File: src/rtl/bcc_pkg.sv
// Shared types and constants for the burst capture controller.
// No dependencies; imported by every module of the block.
package bcc_pkg;

  localparam int MAX_FRAMES = 16;
  localparam int CountW     = 5;
  localparam int SlotW      = 4;
  localparam int AddrW      = 5;

  localparam logic [CountW-1:0] MaxFramesLim = CountW'(MAX_FRAMES);

  typedef enum logic [2:0] {
    MODE_DISABLED  = 3'd0,
    MODE_ARMED     = 3'd1,
    MODE_CAPTURING = 3'd2,
    MODE_READY     = 3'd3,
    MODE_ERROR     = 3'd4
  } mode_e;

  localparam logic [1:0] FUNC_UPDATE  = 2'd0;
  localparam logic [1:0] FUNC_TRIGGER = 2'd1;
  localparam logic [1:0] FUNC_CLEAR   = 2'd2;

  localparam logic [2:0] REASON_NONE   = 3'd0;
  localparam logic [2:0] REASON_FRAMES = 3'd1;
  localparam logic [2:0] REASON_BYTES  = 3'd2;
  localparam logic [2:0] REASON_TIME   = 3'd3;
  localparam logic [2:0] REASON_FAIL   = 3'd4;

  localparam logic [2:0] REG_PRESENT   = 3'd0;
  localparam logic [2:0] REG_INTERVAL  = 3'd1;
  localparam logic [2:0] REG_POST_TRIG = 3'd2;
  localparam logic [2:0] REG_MAX_FRM   = 3'd3;
  localparam logic [2:0] REG_MAX_BYTES = 3'd4;

  typedef struct packed {
    logic              present;
    logic [15:0]       frame_interval;
    logic [15:0]       post_trigger;
    logic [CountW-1:0] max_frames;
    logic [23:0]       max_bytes;
  } cfg_t;

  typedef struct packed {
    logic present_we;
    logic present_val;
  } cfg_wr_t;

  typedef struct packed {
    logic [1:0]  func;
    logic [31:0] now_ms;
    logic [31:0] capture_ms;
    logic        init_ok;
    logic        frame_ok;
    logic [23:0] frame_len;
    logic        store_ok;
    logic [15:0] frame_width;
    logic [15:0] frame_height;
  } item_t;

  typedef struct packed {
    mode_e             mode;
    logic              pending;
    logic              powered;
    logic [31:0]       last_attempt;
    logic [CountW-1:0] count;
    logic [23:0]       byte_total;
    logic [31:0]       start_time;
    logic [15:0]       last_width;
    logic [15:0]       last_height;
  } state_t;

  typedef struct packed {
    state_t           st;
    logic             store_strobe;
    logic [SlotW-1:0] store_slot;
    logic [2:0]       finish_reason;
  } result_t;

endpackage

File: src/rtl/bcc_cfg.sv
// APB register file for the burst capture controller.
// Depends on bcc_pkg for the register map and config struct.
module bcc_cfg import bcc_pkg::*; (
  input  logic             clk_i,
  input  logic             rst_ni,
  input  logic             psel,
  input  logic             penable,
  input  logic             pwrite,
  input  logic [AddrW-1:0] paddr,
  input  logic [31:0]      pwdata,
  output logic [31:0]      prdata,
  output logic             pready,
  output cfg_t             cfg_o,
  output cfg_wr_t          cfg_wr_o
);

  cfg_t       cfg_q, cfg_d;
  logic       wr_en;
  logic [2:0] reg_idx;

  assign pready  = 1'b1;
  assign wr_en   = psel & penable & pwrite;
  assign reg_idx = paddr[AddrW-1:2];

  always_comb begin
    cfg_d = cfg_q;
    if (wr_en) begin
      unique case (reg_idx)
        REG_PRESENT:   cfg_d.present        = pwdata[0];
        REG_INTERVAL:  cfg_d.frame_interval = pwdata[15:0];
        REG_POST_TRIG: cfg_d.post_trigger   = pwdata[15:0];
        REG_MAX_FRM:   cfg_d.max_frames     = pwdata[CountW-1:0];
        REG_MAX_BYTES: cfg_d.max_bytes      = pwdata[23:0];
        default: ;
      endcase
    end
  end

  always_ff @(posedge clk_i or negedge rst_ni) begin
    if (!rst_ni) begin
      cfg_q.present        <= 1'b1;
      cfg_q.frame_interval <= 16'd100;
      cfg_q.post_trigger   <= 16'd1000;
      cfg_q.max_frames     <= CountW'(16);
      cfg_q.max_bytes      <= 24'd1048576;
    end else begin
      cfg_q <= cfg_d;
    end
  end

  always_comb begin
    unique case (reg_idx)
      REG_PRESENT:   prdata = {31'd0, cfg_q.present};
      REG_INTERVAL:  prdata = {16'd0, cfg_q.frame_interval};
      REG_POST_TRIG: prdata = {16'd0, cfg_q.post_trigger};
      REG_MAX_FRM:   prdata = {{(32-CountW){1'b0}}, cfg_q.max_frames};
      REG_MAX_BYTES: prdata = {8'd0, cfg_q.max_bytes};
      default:       prdata = 32'd0;
    endcase
  end

  assign cfg_o                = cfg_q;
  assign cfg_wr_o.present_we  = wr_en && (reg_idx == REG_PRESENT);
  assign cfg_wr_o.present_val = pwdata[0];

endmodule

File: src/rtl/bcc_in_reg.sv
// Input register stage: holds one accepted item for the sequencer.
// Depends on bcc_pkg for the item struct.
module bcc_in_reg import bcc_pkg::*; (
  input  logic  clk_i,
  input  logic  rst_ni,
  input  logic  valid_i,
  output logic  ready_o,
  input  item_t item_i,
  input  logic  advance_i,
  output logic  valid_o,
  output item_t item_o
);

  logic  valid_q;
  item_t item_q;

  // free slot, or the held item moves on this cycle
  assign ready_o = !valid_q || advance_i;

  always_ff @(posedge clk_i or negedge rst_ni) begin
    if (!rst_ni) begin
      valid_q <= 1'b0;
    end else if (ready_o) begin
      valid_q <= valid_i;
    end
  end

  always_ff @(posedge clk_i) begin
    if (ready_o && valid_i) begin
      item_q <= item_i;
    end
  end

  assign valid_o = valid_q;
  assign item_o  = item_q;

endmodule

File: src/rtl/bcc_core.sv
// Burst sequencer state and its single-pass next-state logic.
// Depends on bcc_pkg for state, item, config and result types.
module bcc_core import bcc_pkg::*; (
  input  logic    clk_i,
  input  logic    rst_ni,
  input  logic    fire_i,
  input  item_t   item_i,
  input  cfg_t    cfg_i,
  input  cfg_wr_t cfg_wr_i,
  output result_t result_o
);

  state_t st_q, st_d;

  function automatic state_t power_off(state_t s);
    state_t r;
    r = s;
    if (s.powered) begin
      r.powered      = 1'b0;
      r.last_attempt = 32'd0;
    end
    return r;
  endfunction

  function automatic state_t clear_burst(state_t s);
    state_t r;
    r = s;
    r.count       = '0;
    r.byte_total  = '0;
    r.start_time  = '0;
    r.last_width  = '0;
    r.last_height = '0;
    return r;
  endfunction

  logic [31:0]       elapsed;
  logic [31:0]       cap_delta;
  logic [24:0]       byte_sum;
  logic [CountW-1:0] limit;
  logic              strobe;
  logic [SlotW-1:0]  slot;
  logic [2:0]        reason;

  assign elapsed = item_i.now_ms - st_q.last_attempt;
  assign limit   = (cfg_i.max_frames < MaxFramesLim) ? cfg_i.max_frames : MaxFramesLim;

  always_comb begin
    st_d      = st_q;
    strobe    = 1'b0;
    slot      = '0;
    reason    = REASON_NONE;
    cap_delta = '0;
    byte_sum  = '0;
    if (fire_i) begin
      case (item_i.func)
        FUNC_TRIGGER: begin
          if (st_q.mode != MODE_DISABLED) st_d.pending = 1'b1;
        end
        FUNC_CLEAR: begin
          st_d              = clear_burst(st_d);
          st_d.pending      = 1'b0;
          st_d.last_attempt = 32'd0;
          st_d              = power_off(st_d);
          if (st_q.mode != MODE_DISABLED) st_d.mode = MODE_ARMED;
        end
        FUNC_UPDATE: begin
          if (((st_q.mode == MODE_ARMED && st_q.pending) || st_q.mode == MODE_CAPTURING)
              && elapsed >= {16'd0, cfg_i.frame_interval}) begin
            st_d.last_attempt = item_i.now_ms;
            // burst start
            if (st_q.mode == MODE_ARMED) begin
              if (!st_q.powered && !item_i.init_ok) begin
                st_d.mode = MODE_ERROR;
                st_d      = power_off(st_d);
                reason    = REASON_FAIL;
              end else begin
                st_d.powered      = 1'b1;
                st_d              = clear_burst(st_d);
                st_d.start_time   = item_i.now_ms;
                st_d.mode         = MODE_CAPTURING;
                st_d.last_attempt = 32'd0;
              end
            end
            byte_sum  = {1'b0, st_d.byte_total} + {1'b0, item_i.frame_len};
            cap_delta = item_i.capture_ms - st_d.start_time;
            if (!item_i.frame_ok) begin
              st_d.mode = MODE_ERROR;
              st_d      = power_off(st_d);
              reason    = REASON_FAIL;
            end else if (st_d.mode == MODE_CAPTURING) begin
              if (st_d.count >= limit) begin
                reason = REASON_FRAMES;
              end else if (byte_sum > {1'b0, cfg_i.max_bytes}) begin
                reason = REASON_BYTES;
              end else if (!item_i.store_ok) begin
                st_d.mode = MODE_ERROR;
                st_d      = power_off(st_d);
                reason    = REASON_FAIL;
              end else begin
                strobe           = 1'b1;
                slot             = st_d.count[SlotW-1:0];
                st_d.byte_total  = byte_sum[23:0];
                st_d.last_width  = item_i.frame_width;
                st_d.last_height = item_i.frame_height;
                st_d.count       = st_d.count + CountW'(1);
                if (cap_delta >= {16'd0, cfg_i.post_trigger}) reason = REASON_TIME;
              end
              // normal burst end; an empty burst is a failure
              if (reason == REASON_FRAMES || reason == REASON_BYTES
                  || reason == REASON_TIME) begin
                if (st_d.count == '0) begin
                  st_d.mode = MODE_ERROR;
                  reason    = REASON_FAIL;
                end else begin
                  st_d.mode    = MODE_READY;
                  st_d.pending = 1'b0;
                end
                st_d = power_off(st_d);
              end
            end
          end
        end
        default: ;
      endcase
    end
    if (cfg_wr_i.present_we) begin
      if (!cfg_wr_i.present_val) st_d.mode = MODE_DISABLED;
      else if (st_q.mode == MODE_DISABLED) st_d.mode = MODE_ARMED;
    end
  end

  always_ff @(posedge clk_i or negedge rst_ni) begin
    if (!rst_ni) begin
      st_q.mode         <= MODE_ARMED;
      st_q.pending      <= 1'b0;
      st_q.powered      <= 1'b0;
      st_q.last_attempt <= '0;
      st_q.count        <= '0;
      st_q.byte_total   <= '0;
      st_q.start_time   <= '0;
      st_q.last_width   <= '0;
      st_q.last_height  <= '0;
    end else begin
      st_q <= st_d;
    end
  end

  assign result_o.st            = st_d;
  assign result_o.store_strobe  = strobe;
  assign result_o.store_slot    = slot;
  assign result_o.finish_reason = reason;

endmodule

File: src/rtl/burst_capture_controller_unit.sv
// Top level of the burst capture controller: input stage, sequencer, result register.
// Depends on bcc_pkg, bcc_cfg, bcc_in_reg and bcc_core.
//
// Usage:
//   Input channel in_valid_i/in_ready_o carries one event per transfer: an update
//   tick, a trigger or a clear, with the camera status fields of that update.
//   Output channel out_valid_o/out_ready_i returns exactly one result per event:
//   mode, trigger flag, camera power, burst counters, store command and finish reason.
//   An accepted event is loaded into the input register and then into the result
//   register, where it becomes valid. Throughput is one event per cycle while the
//   receiver does not stall; the sequencer state is updated as the event moves into
//   the result register.
//   When the receiver stalls the result register holds, the held input waits, and
//   in_ready_o drops once both stages are full; nothing is lost or repeated.
//   Reset empties both stages and puts the sequencer in armed mode with all
//   counters zero; the registers take their documented reset values.
//   The APB port writes the five setup registers at 4-byte spacing; write them
//   only while no event is in flight.
module burst_capture_controller_unit import bcc_pkg::*; (
  input  logic             clk_i,
  input  logic             rst_ni,
  input  logic             psel,
  input  logic             penable,
  input  logic             pwrite,
  input  logic [AddrW-1:0] paddr,
  input  logic [31:0]      pwdata,
  output logic [31:0]      prdata,
  output logic             pready,
  input  logic             in_valid_i,
  output logic             in_ready_o,
  input  logic [1:0]       func_i,
  input  logic [31:0]      now_ms_i,
  input  logic [31:0]      capture_ms_i,
  input  logic             init_ok_i,
  input  logic             frame_ok_i,
  input  logic [23:0]      frame_len_i,
  input  logic             store_ok_i,
  input  logic [15:0]      frame_width_i,
  input  logic [15:0]      frame_height_i,
  output logic             out_valid_o,
  input  logic             out_ready_i,
  output logic [2:0]       status_o,
  output logic             trigger_pending_o,
  output logic             camera_on_o,
  output logic [CountW-1:0] frame_count_o,
  output logic [23:0]      total_bytes_o,
  output logic [31:0]      burst_start_ms_o,
  output logic [15:0]      burst_width_o,
  output logic [15:0]      burst_height_o,
  output logic             store_strobe_o,
  output logic [SlotW-1:0] store_slot_o,
  output logic [2:0]       finish_reason_o
);

  cfg_t    cfg;
  cfg_wr_t cfg_wr;
  item_t   item_in, item_q;
  logic    item_valid;
  logic    advance;
  logic    fire;
  result_t result;
  result_t res_q;
  logic    out_valid_q;

  assign item_in.func         = func_i;
  assign item_in.now_ms       = now_ms_i;
  assign item_in.capture_ms   = capture_ms_i;
  assign item_in.init_ok      = init_ok_i;
  assign item_in.frame_ok     = frame_ok_i;
  assign item_in.frame_len    = frame_len_i;
  assign item_in.store_ok     = store_ok_i;
  assign item_in.frame_width  = frame_width_i;
  assign item_in.frame_height = frame_height_i;

  assign advance = !out_valid_q || out_ready_i;
  assign fire    = item_valid && advance;

  bcc_cfg u_cfg (
    .clk_i    (clk_i),
    .rst_ni   (rst_ni),
    .psel     (psel),
    .penable  (penable),
    .pwrite   (pwrite),
    .paddr    (paddr),
    .pwdata   (pwdata),
    .prdata   (prdata),
    .pready   (pready),
    .cfg_o    (cfg),
    .cfg_wr_o (cfg_wr)
  );

  bcc_in_reg u_in_reg (
    .clk_i     (clk_i),
    .rst_ni    (rst_ni),
    .valid_i   (in_valid_i),
    .ready_o   (in_ready_o),
    .item_i    (item_in),
    .advance_i (advance),
    .valid_o   (item_valid),
    .item_o    (item_q)
  );

  bcc_core u_core (
    .clk_i    (clk_i),
    .rst_ni   (rst_ni),
    .fire_i   (fire),
    .item_i   (item_q),
    .cfg_i    (cfg),
    .cfg_wr_i (cfg_wr),
    .result_o (result)
  );

  always_ff @(posedge clk_i or negedge rst_ni) begin
    if (!rst_ni) begin
      out_valid_q <= 1'b0;
    end else if (advance) begin
      out_valid_q <= item_valid;
    end
  end

  always_ff @(posedge clk_i) begin
    if (fire) begin
      res_q <= result;
    end
  end

  assign out_valid_o       = out_valid_q;
  assign status_o          = res_q.st.mode;
  assign trigger_pending_o = res_q.st.pending;
  assign camera_on_o       = res_q.st.powered;
  assign frame_count_o     = res_q.st.count;
  assign total_bytes_o     = res_q.st.byte_total;
  assign burst_start_ms_o  = res_q.st.start_time;
  assign burst_width_o     = res_q.st.last_width;
  assign burst_height_o    = res_q.st.last_height;
  assign store_strobe_o    = res_q.store_strobe;
  assign store_slot_o      = res_q.store_slot;
  assign finish_reason_o   = res_q.finish_reason;

endmodule

File: config.mk
export PLATFORM = sky130hd
export DESIGN_NAME = burst_capture_controller_unit
export DESIGN_NICKNAME = d
export VERILOG_FILES = /design/src/rtl/bcc_pkg.sv /design/src/rtl/bcc_cfg.sv /design/src/rtl/bcc_in_reg.sv /design/src/rtl/bcc_core.sv /design/src/rtl/burst_capture_controller_unit.sv
export SDC_FILE = /design/constraint.sdc
export NUM_CORES = 1
export LEC_CHECK = 0
export ABC_AREA = 1
export ABC_CLOCK_PERIOD_IN_PS = 13400
export BUFFER_PORTS_ARGS = -buffer_cell sky130_fd_sc_hd__buf_2
export CORE_MARGIN = 2
export CORE_UTILIZATION = 30
export CTS_BUF_LIST = sky130_fd_sc_hd__clkbuf_2
export DETAILED_ROUTE_END_ITERATION = 10
export MAX_ROUTING_LAYER = met4
export PLACE_DENSITY = 0.48
export SYNTH_ARGS = -nofsm -noshare
export SYNTH_HDL_FRONTEND = slang
export SYNTH_SLANG_ARGS = --single-unit
File: constraint.sdc
create_clock -name clk_i -period 13.4 [get_ports clk_i]
set_input_delay 1.34 -clock clk_i [delete_from_list [all_inputs] [get_ports clk_i]]
set_output_delay 1.34 -clock clk_i [all_outputs]
set_load 0.03 [all_outputs]
Word level (Yosys, flattened, before mapping)
Cells that the tools add are included.

Bits in registers: 425. Input port bits: 169.

Add/sub/neg operators: 4. $lt $le $gt $ge: 5. Eq/ne operators: 13. Multiplexer cells: 51. Bitwise operators: 7. Reduce and logical (&&, ||, !) cells: 31.

Operator list (count): 130-bit 2-to-1 mux (17); 126-bit one-hot mux with 2 select lines (1); 32-bit 2-to-1 mux (4); 24-bit one-hot mux with 5 select lines (1); 32-bit by 16-bit greater-or-equal comparator with 1-bit output (2); 32-bit subtractor (2); 3-bit 2-to-1 mux (20); 37-bit 2-to-1 mux (1); 29-bit 2-to-1 mux (1); 24-bit by 24-bit adder with 25-bit output (1); 25-bit by 24-bit > comparator with 1-bit output (1); 3-bit by 2-bit equality test with 1-bit output, second input constant (6); 2-bit AND reduction (6); 3-bit by 1-bit equality test with 1-bit output, second input constant (3); 7-bit OR reduction (1); 1-bit logical AND (6); 3-bit logical NOT (2); 3-bit one-hot mux with 2 select lines (1); 3-bit AND reduction (2); 6-bit OR reduction (1); 5-bit by 1-bit adder with 5-bit output, second input constant (1); 5-bit greater-or-equal comparator (1); 5-bit logical NOT (1); 1-bit logical OR (5); other kinds (14) (24).

Logic depth before layout (Yosys ltp)
Word-level depth: 30. Depth in mapped cells: 47. Mapped depth without buffers: 44.

Cells and area by module
A second synthesis with hierarchy kept.

Cell total of the unflattened synthesis: 3002. Area total of the unflattened synthesis: 25550.8 um^2.

By module, submodules not included: bcc_core (instances 1, cells an instance 2376, area an instance 15393.5 um^2); bcc_in_reg (instances 1, cells an instance 131, area an instance 3798.6 um^2); burst_capture_controller_unit (instances 1, cells an instance 112, area an instance 3228.1 um^2); bcc_cfg (instances 1, cells an instance 383, area an instance 3130.5 um^2).

Worst setup path before layout
Ideal clock, no wire load.

Path type: reg2reg. Start: register u_core.st_q[127] in the netlist's numbering. End: register res_q (netlist bit status_o[1]) (data pin). Library setup time: 0.274 ns. Arrival time: 5.652 ns. Data required time: 13.126 ns. Slack: 7.474 ns. Cell stages (with the launch flop): 40. Cell sequence: dfstp_2 inv_2 nor2_2 nand2_2 nor2_2 buf_6 clkbuf_1 clkbuf_1 clkbuf_1 nor2_1 ha_1 nand2_1 nor2_1 nand2_1 nand2_1 a21boi_1 o21ai_0 a21boi_1 (+4 left out) xor2_1 ha_1 nand2_1 nor4_1 nand4_1 nand2_1 nand2_2 nor2_4 buf_4 nand2_1 nand2_1 nand2_1 nor2_1 nand2_1 nand2_2 nand3_1 nand3_1 a21oi_1.

RTL lines: from (decl) (RTL line bcc_core.sv:13) `state_t st_q, st_d;`; from (signal assigned) (RTL line bcc_core.sv:144) `st_q <= st_d;`; to (signal assigned) (RTL line burst_capture_controller_unit.sv:123) `res_q <= result;`; to (decl) (RTL line burst_capture_controller_unit.sv:62) `result_t res_q;`.

Final worst setup path
Start: register u_core.st_q[125] in the netlist's numbering. End: register u_core.st_q[114] in the netlist's numbering.

Word-level cells in the longest chain between the ends: 26. Elaborated cells on any way between the ends: 45.

RTL lines: 1-bit logical NOT (RTL line bcc_core.sv:72) `if (!st_q.powered && !item_i.init_ok) begin`; 1-bit logical AND (RTL line bcc_core.sv:72); 130-bit 2-to-1 mux (RTL line bcc_core.sv:72); 130-bit 2-to-1 mux (RTL line bcc_core.sv:71) `if (st_q.mode == MODE_ARMED) begin`; 130-bit 2-to-1 mux (RTL line bcc_core.sv:67) `if (((st_q.mode == MODE_ARMED && st_q.pending) || st_q.mode == MODE_CAPTURING)`; 130-bit 2-to-1 mux (RTL line bcc_core.sv:55) `case (item_i.func)`; 130-bit 2-to-1 mux (RTL line bcc_core.sv:54) `if (fire_i) begin`; 32-bit subtractor (RTL line bcc_core.sv:85) `cap_delta = item_i.capture_ms - st_d.start_time;`; (+10 left out); 3-bit by 1-bit equality test with 1-bit output or 3-bit by 2-bit equality test with 1-bit output (tied branches) (RTL line bcc_core.sv:109) `if (reason == REASON_FRAMES || reason == REASON_BYTES`; 1-bit logical OR (RTL line bcc_core.sv:109); 1-bit logical OR (RTL line bcc_core.sv:110) `|| reason == REASON_TIME) begin`; 130-bit 2-to-1 mux (RTL line bcc_core.sv:109); 130-bit 2-to-1 mux (RTL line bcc_core.sv:90) `end else if (st_d.mode == MODE_CAPTURING) begin`; 130-bit 2-to-1 mux (*) (RTL line bcc_core.sv:86) `if (!item_i.frame_ok) begin`; 130-bit 2-to-1 mux (*) (RTL line bcc_core.sv:67); 126-bit one-hot mux with 2 select lines (*) (RTL line bcc_core.sv:55).

Mark *: on every way between the ends. The rest lies on a longest branch, timed or not. The select of a mux whose other input is x is not followed. A chain may end at the register's enable or synchronous reset.

==> summary.md <==
| Metric | Value |
|---|---|
| Total of max-cap violations | 0 |
| Hold Crit Class | input pin to flip-flop |
| Async S/R FF share, synth | between 40 and 50% |
| Filler Cells Inserted | about 9000 |
| H-tree levels | 3 |
| WP data required | approximately 14 ns |
| CTS buffer count | around 120 |
| Slew headroom | between 20% and 30% |
| Clk buf depth | 3 |
| Worst Hold Slack | around 0.26 ns |
| Hold Vio Cnt, Final | 0 |
| Final WS setup | 5.04 ns |
| Commonest non-fill, non-tap cell in the layout | nand2_1 |
| Global-route wire length before repair | roughly 130000 um |
| Average instance area after synthesis | 8.20 sq um |
| PostCTS Resize Cnt | 0 |
| DRT met1 WL | 39000 um |
| CTS root buf | clkbuf_2 |
| Worst-path clk slew | approximately 0.11 ns |
| Via/cell ratio | ~4.7 |
| Final instance area | 28800 sq um |
| Gp weighted congestion | around 0.9 |
| WP data arrival | 9.44 ns |
| Total GRT Usage | approximately a fifth |
| Combinational family with the most area after synthesis | simple AND/OR/NAND/NOR gates |
| Place WS | ~5.0 ns |
| Endpoints failing setup | 0 |
| Final core occ | around 35% |
| Post-Layout Cell Count | ~4600 |
| Routed Antenna Nets | 0 |
| Area share of the largest cell type after synthesis | about 28% |
| Total power | ~4.5 mW |
| I/O Pins | 310 |
| Row count | between 100 and 150 |
| CTS sink cnt | roughly 430 |
| Die Y | roughly 300 um |
| Critical path launch point type | flip-flop |
| Grt ovf | 0 |
| Final Skew | around 0.14 ns |
| CP max stage delay | 0.82 ns |
| Final worst-path cycle share | between 60% and 70% |
| TNS Setup | 0 ns |
| Unrepaired setup endpoints after global routing | no |
| First-pass iteration count of the detailed router | 5 |
| Most common flop cell mapped by yosys | edfxtp_1 |
| Largest area contributor in the netlist | edfxtp_1 |
| Starting Density | just over 30% |
| Seq cells post-synth | 425 |
| Final min period | between 8 and 9 ns |
| Drt drc | 0 |
| CP dominant cell by count | nand2_1 |
| Dpl hpwl | 62100 um |
| R2R Path Start | u_core.st_q[125] |
| Full die area | 86200 sq um |
| Critical path origin | u_core.st_q[125] |
| IO Port Bufs | 290 |
| Post-synthesis mux area share | less than 1% |
| Seq. cell area | roughly 12000 sq um |
| Post-synthesis sequential area ratio | 46.9% |
| Ranking of synthesized cells by area | edfxtp_1 28%, dfrtp_1 18%, nand2_1 13% |
| Multi-input gate area | around 11000 sq um |
| Met2 Wirelength | 39700 um |
| Distinct cell type count after synthesis | 60 |
| Total power divided by cell area | around 160 nW/um^2 |
| Metal3 WL | 3850 um |
| Fin. max-slew vios | 0 |
| Slowest CP cell | dfrtp_1 |
| Die width | 294 um |
| Core Area | about 83000 sq um |
| DRT Wirelength | 84900 um |
| Hold_sp | frame_len_i[7] |
| Antenna violations before repair | 5 |
| Iter 0 DRT Violations | 1285 |
| Worst Max-Slew Pin Slew | 1.16 ns |
| Worst Setup End Kind | flip-flop |
| Most frequent cells in the layout | 847 x nand2_1, 368 x inv_1, 289 x buf_2, 250 x nor2_1, 231 x edfxtp_1 |
| Simple-gate share of the synthesized area | a little over a fifth |
| VDD IR-drop max | ~0.076 mV |
| Share of post-route cells with drive strength above 1 | 16.4% |
| Compound-cell area share of the yosys netlist | between 10% and 20% |
| Leakage power | roughly 13 nW |
| Number of global-route vias before repair | around 22000 |
| Synth warn | 0 |
| DR vias | approximately 22000 |
| Area Overhead vs Synth | 14.4% |
| Placed Area | between 20000 and 30000 sq um |
| Avg WL per Cell | 18.5 um |
| Largest net degree at the start of global routing | 67 |
| Syn Std Cell Area | around 25000 sq um |
| Outcome | completed |
| Post-synth EDFFs | 231 |
| CTS tree | done |
| Placed cells | 4355 |
| Clock latency on the worst-skew pair | 1.25 ns |
| Post-synthesis adder-cell area fraction | 7.65% |
| Post-synthesis cell count | 3068 |
| Synth Area in XOR/XNOR | approximately 2.0% |
| FMAX | 120 MHz |
| Crit path max fanout | 60 |
| Critical path class | flip-flop to flip-flop |
| Final net count | roughly 3700 |
| Top routing layer used | met4 |
## Yosys cell counts (3+ instances only)
library cell / number
a211oi_1: 5
a21boi_0: 3
a21o_1: 8
a21oi_1: 169
a31oi_1: 27
buf_1: 7
buf_2: 26
buf_4: 16
buf_6: 8
clkbuf_1: 53
dfrtp_1: 181
dfstp_2: 13
edfxtp_1: 231
fa_1: 3
ha_1: 149
inv_1: 370
inv_2: 10
mux2i_1: 12
nand2_1: 847
nand2_2: 11
nand3_1: 119
nand3b_1: 7
nand4_1: 28
nor2_1: 250
nor2_2: 7
nor2_4: 4
nor3_1: 45
nor4_1: 6
o2111ai_1: 6
o211ai_1: 4
o21ai_0: 204
o21ai_1: 56
o21bai_1: 5
o221ai_1: 12
o22ai_1: 27
o31ai_1: 50
or2_2: 6
xnor2_1: 11
xor2_1: 45
## what timing repair did
action | in CTS | in global routing
hold buffers | 1 | 0
hold endpoints to repair | 44 | 0
endpoints found under the setup margin | 0 | 0
buffers inserted | 0 | 0
## area by class of cell
type                    count  area share, %
multi-input cells        2158           39.6
well taps                1080           4.69
clock inverters            44          0.899
diodes                      6         0.0521
clock buffers             181           3.15
repair buffers            311           5.63
flip-flops and latches    425           41.0
inverters                 382           5.01
## worst paths after layout
kind                                            end  slack (ns)  cells past startpoint
worst min register to register     u_core.st_q[100]        0.48                      2
min in group asynchronous           u_cfg.cfg_o[39]        0.67                      2
worst max register to register     u_core.st_q[114]        5.04                     31
worst min-delay path            u_in_reg.item_o[40]        0.26                      1
worst max-delay path               u_core.st_q[114]        5.04                     31
max in group asynchronous          u_in_reg.valid_o       10.51                      4
## sequential cells by signal, indices dropped and copies added, names as in the netlist, 3 cells and up
name              cells
u_core.st_q         130
u_in_reg.item_o     125
u_cfg.cfg_o          62
burst_start_ms_o     32
total_bytes_o        24
burst_height_o       16
burst_width_o        16
frame_count_o         5
store_slot_o          4
finish_reason_o       3
status_o              3
## critical path: cells and delay by family (launching register included)
family | cells | cell delay [ns]
AOI/OAI and AO/OA | 5 | 1.08
xor gates and xnor gates | 1 | 0.21
adders and majority gates | 3 | 1.07
buffers and inverters | 2 | 0.79
DFF | 1 | 0.82
and+or+nand+nor | 20 | 4.20
## power by group
part	switching, mW	leakage (nW)	internal, mW	total [mW]
combinational	1.29	7.77	0.545	1.84
sequential	0.0877	4.84	1.55	1.64
clock	0.606	0.885	0.410	1.02
total	1.98	13.5	2.50	4.49
## cells by family after synthesis
family          count (synthesis)
other cells                     2
flops                         425
xor+xnor                       57
compound gates                590
fa+ha+maj                     152
buf+inv                       492
simple gates                 1338
mux                            12
## layer usage
layer / global-route usage, % / vias up
li1: - / 10991
met1: 26.0 / 10109
met2: 32.2 / 509
met3: 3.56 / 133
met4: 6.67 / 0
met5: - / -
No activity file was read; power rests on OpenSTA's default activity.
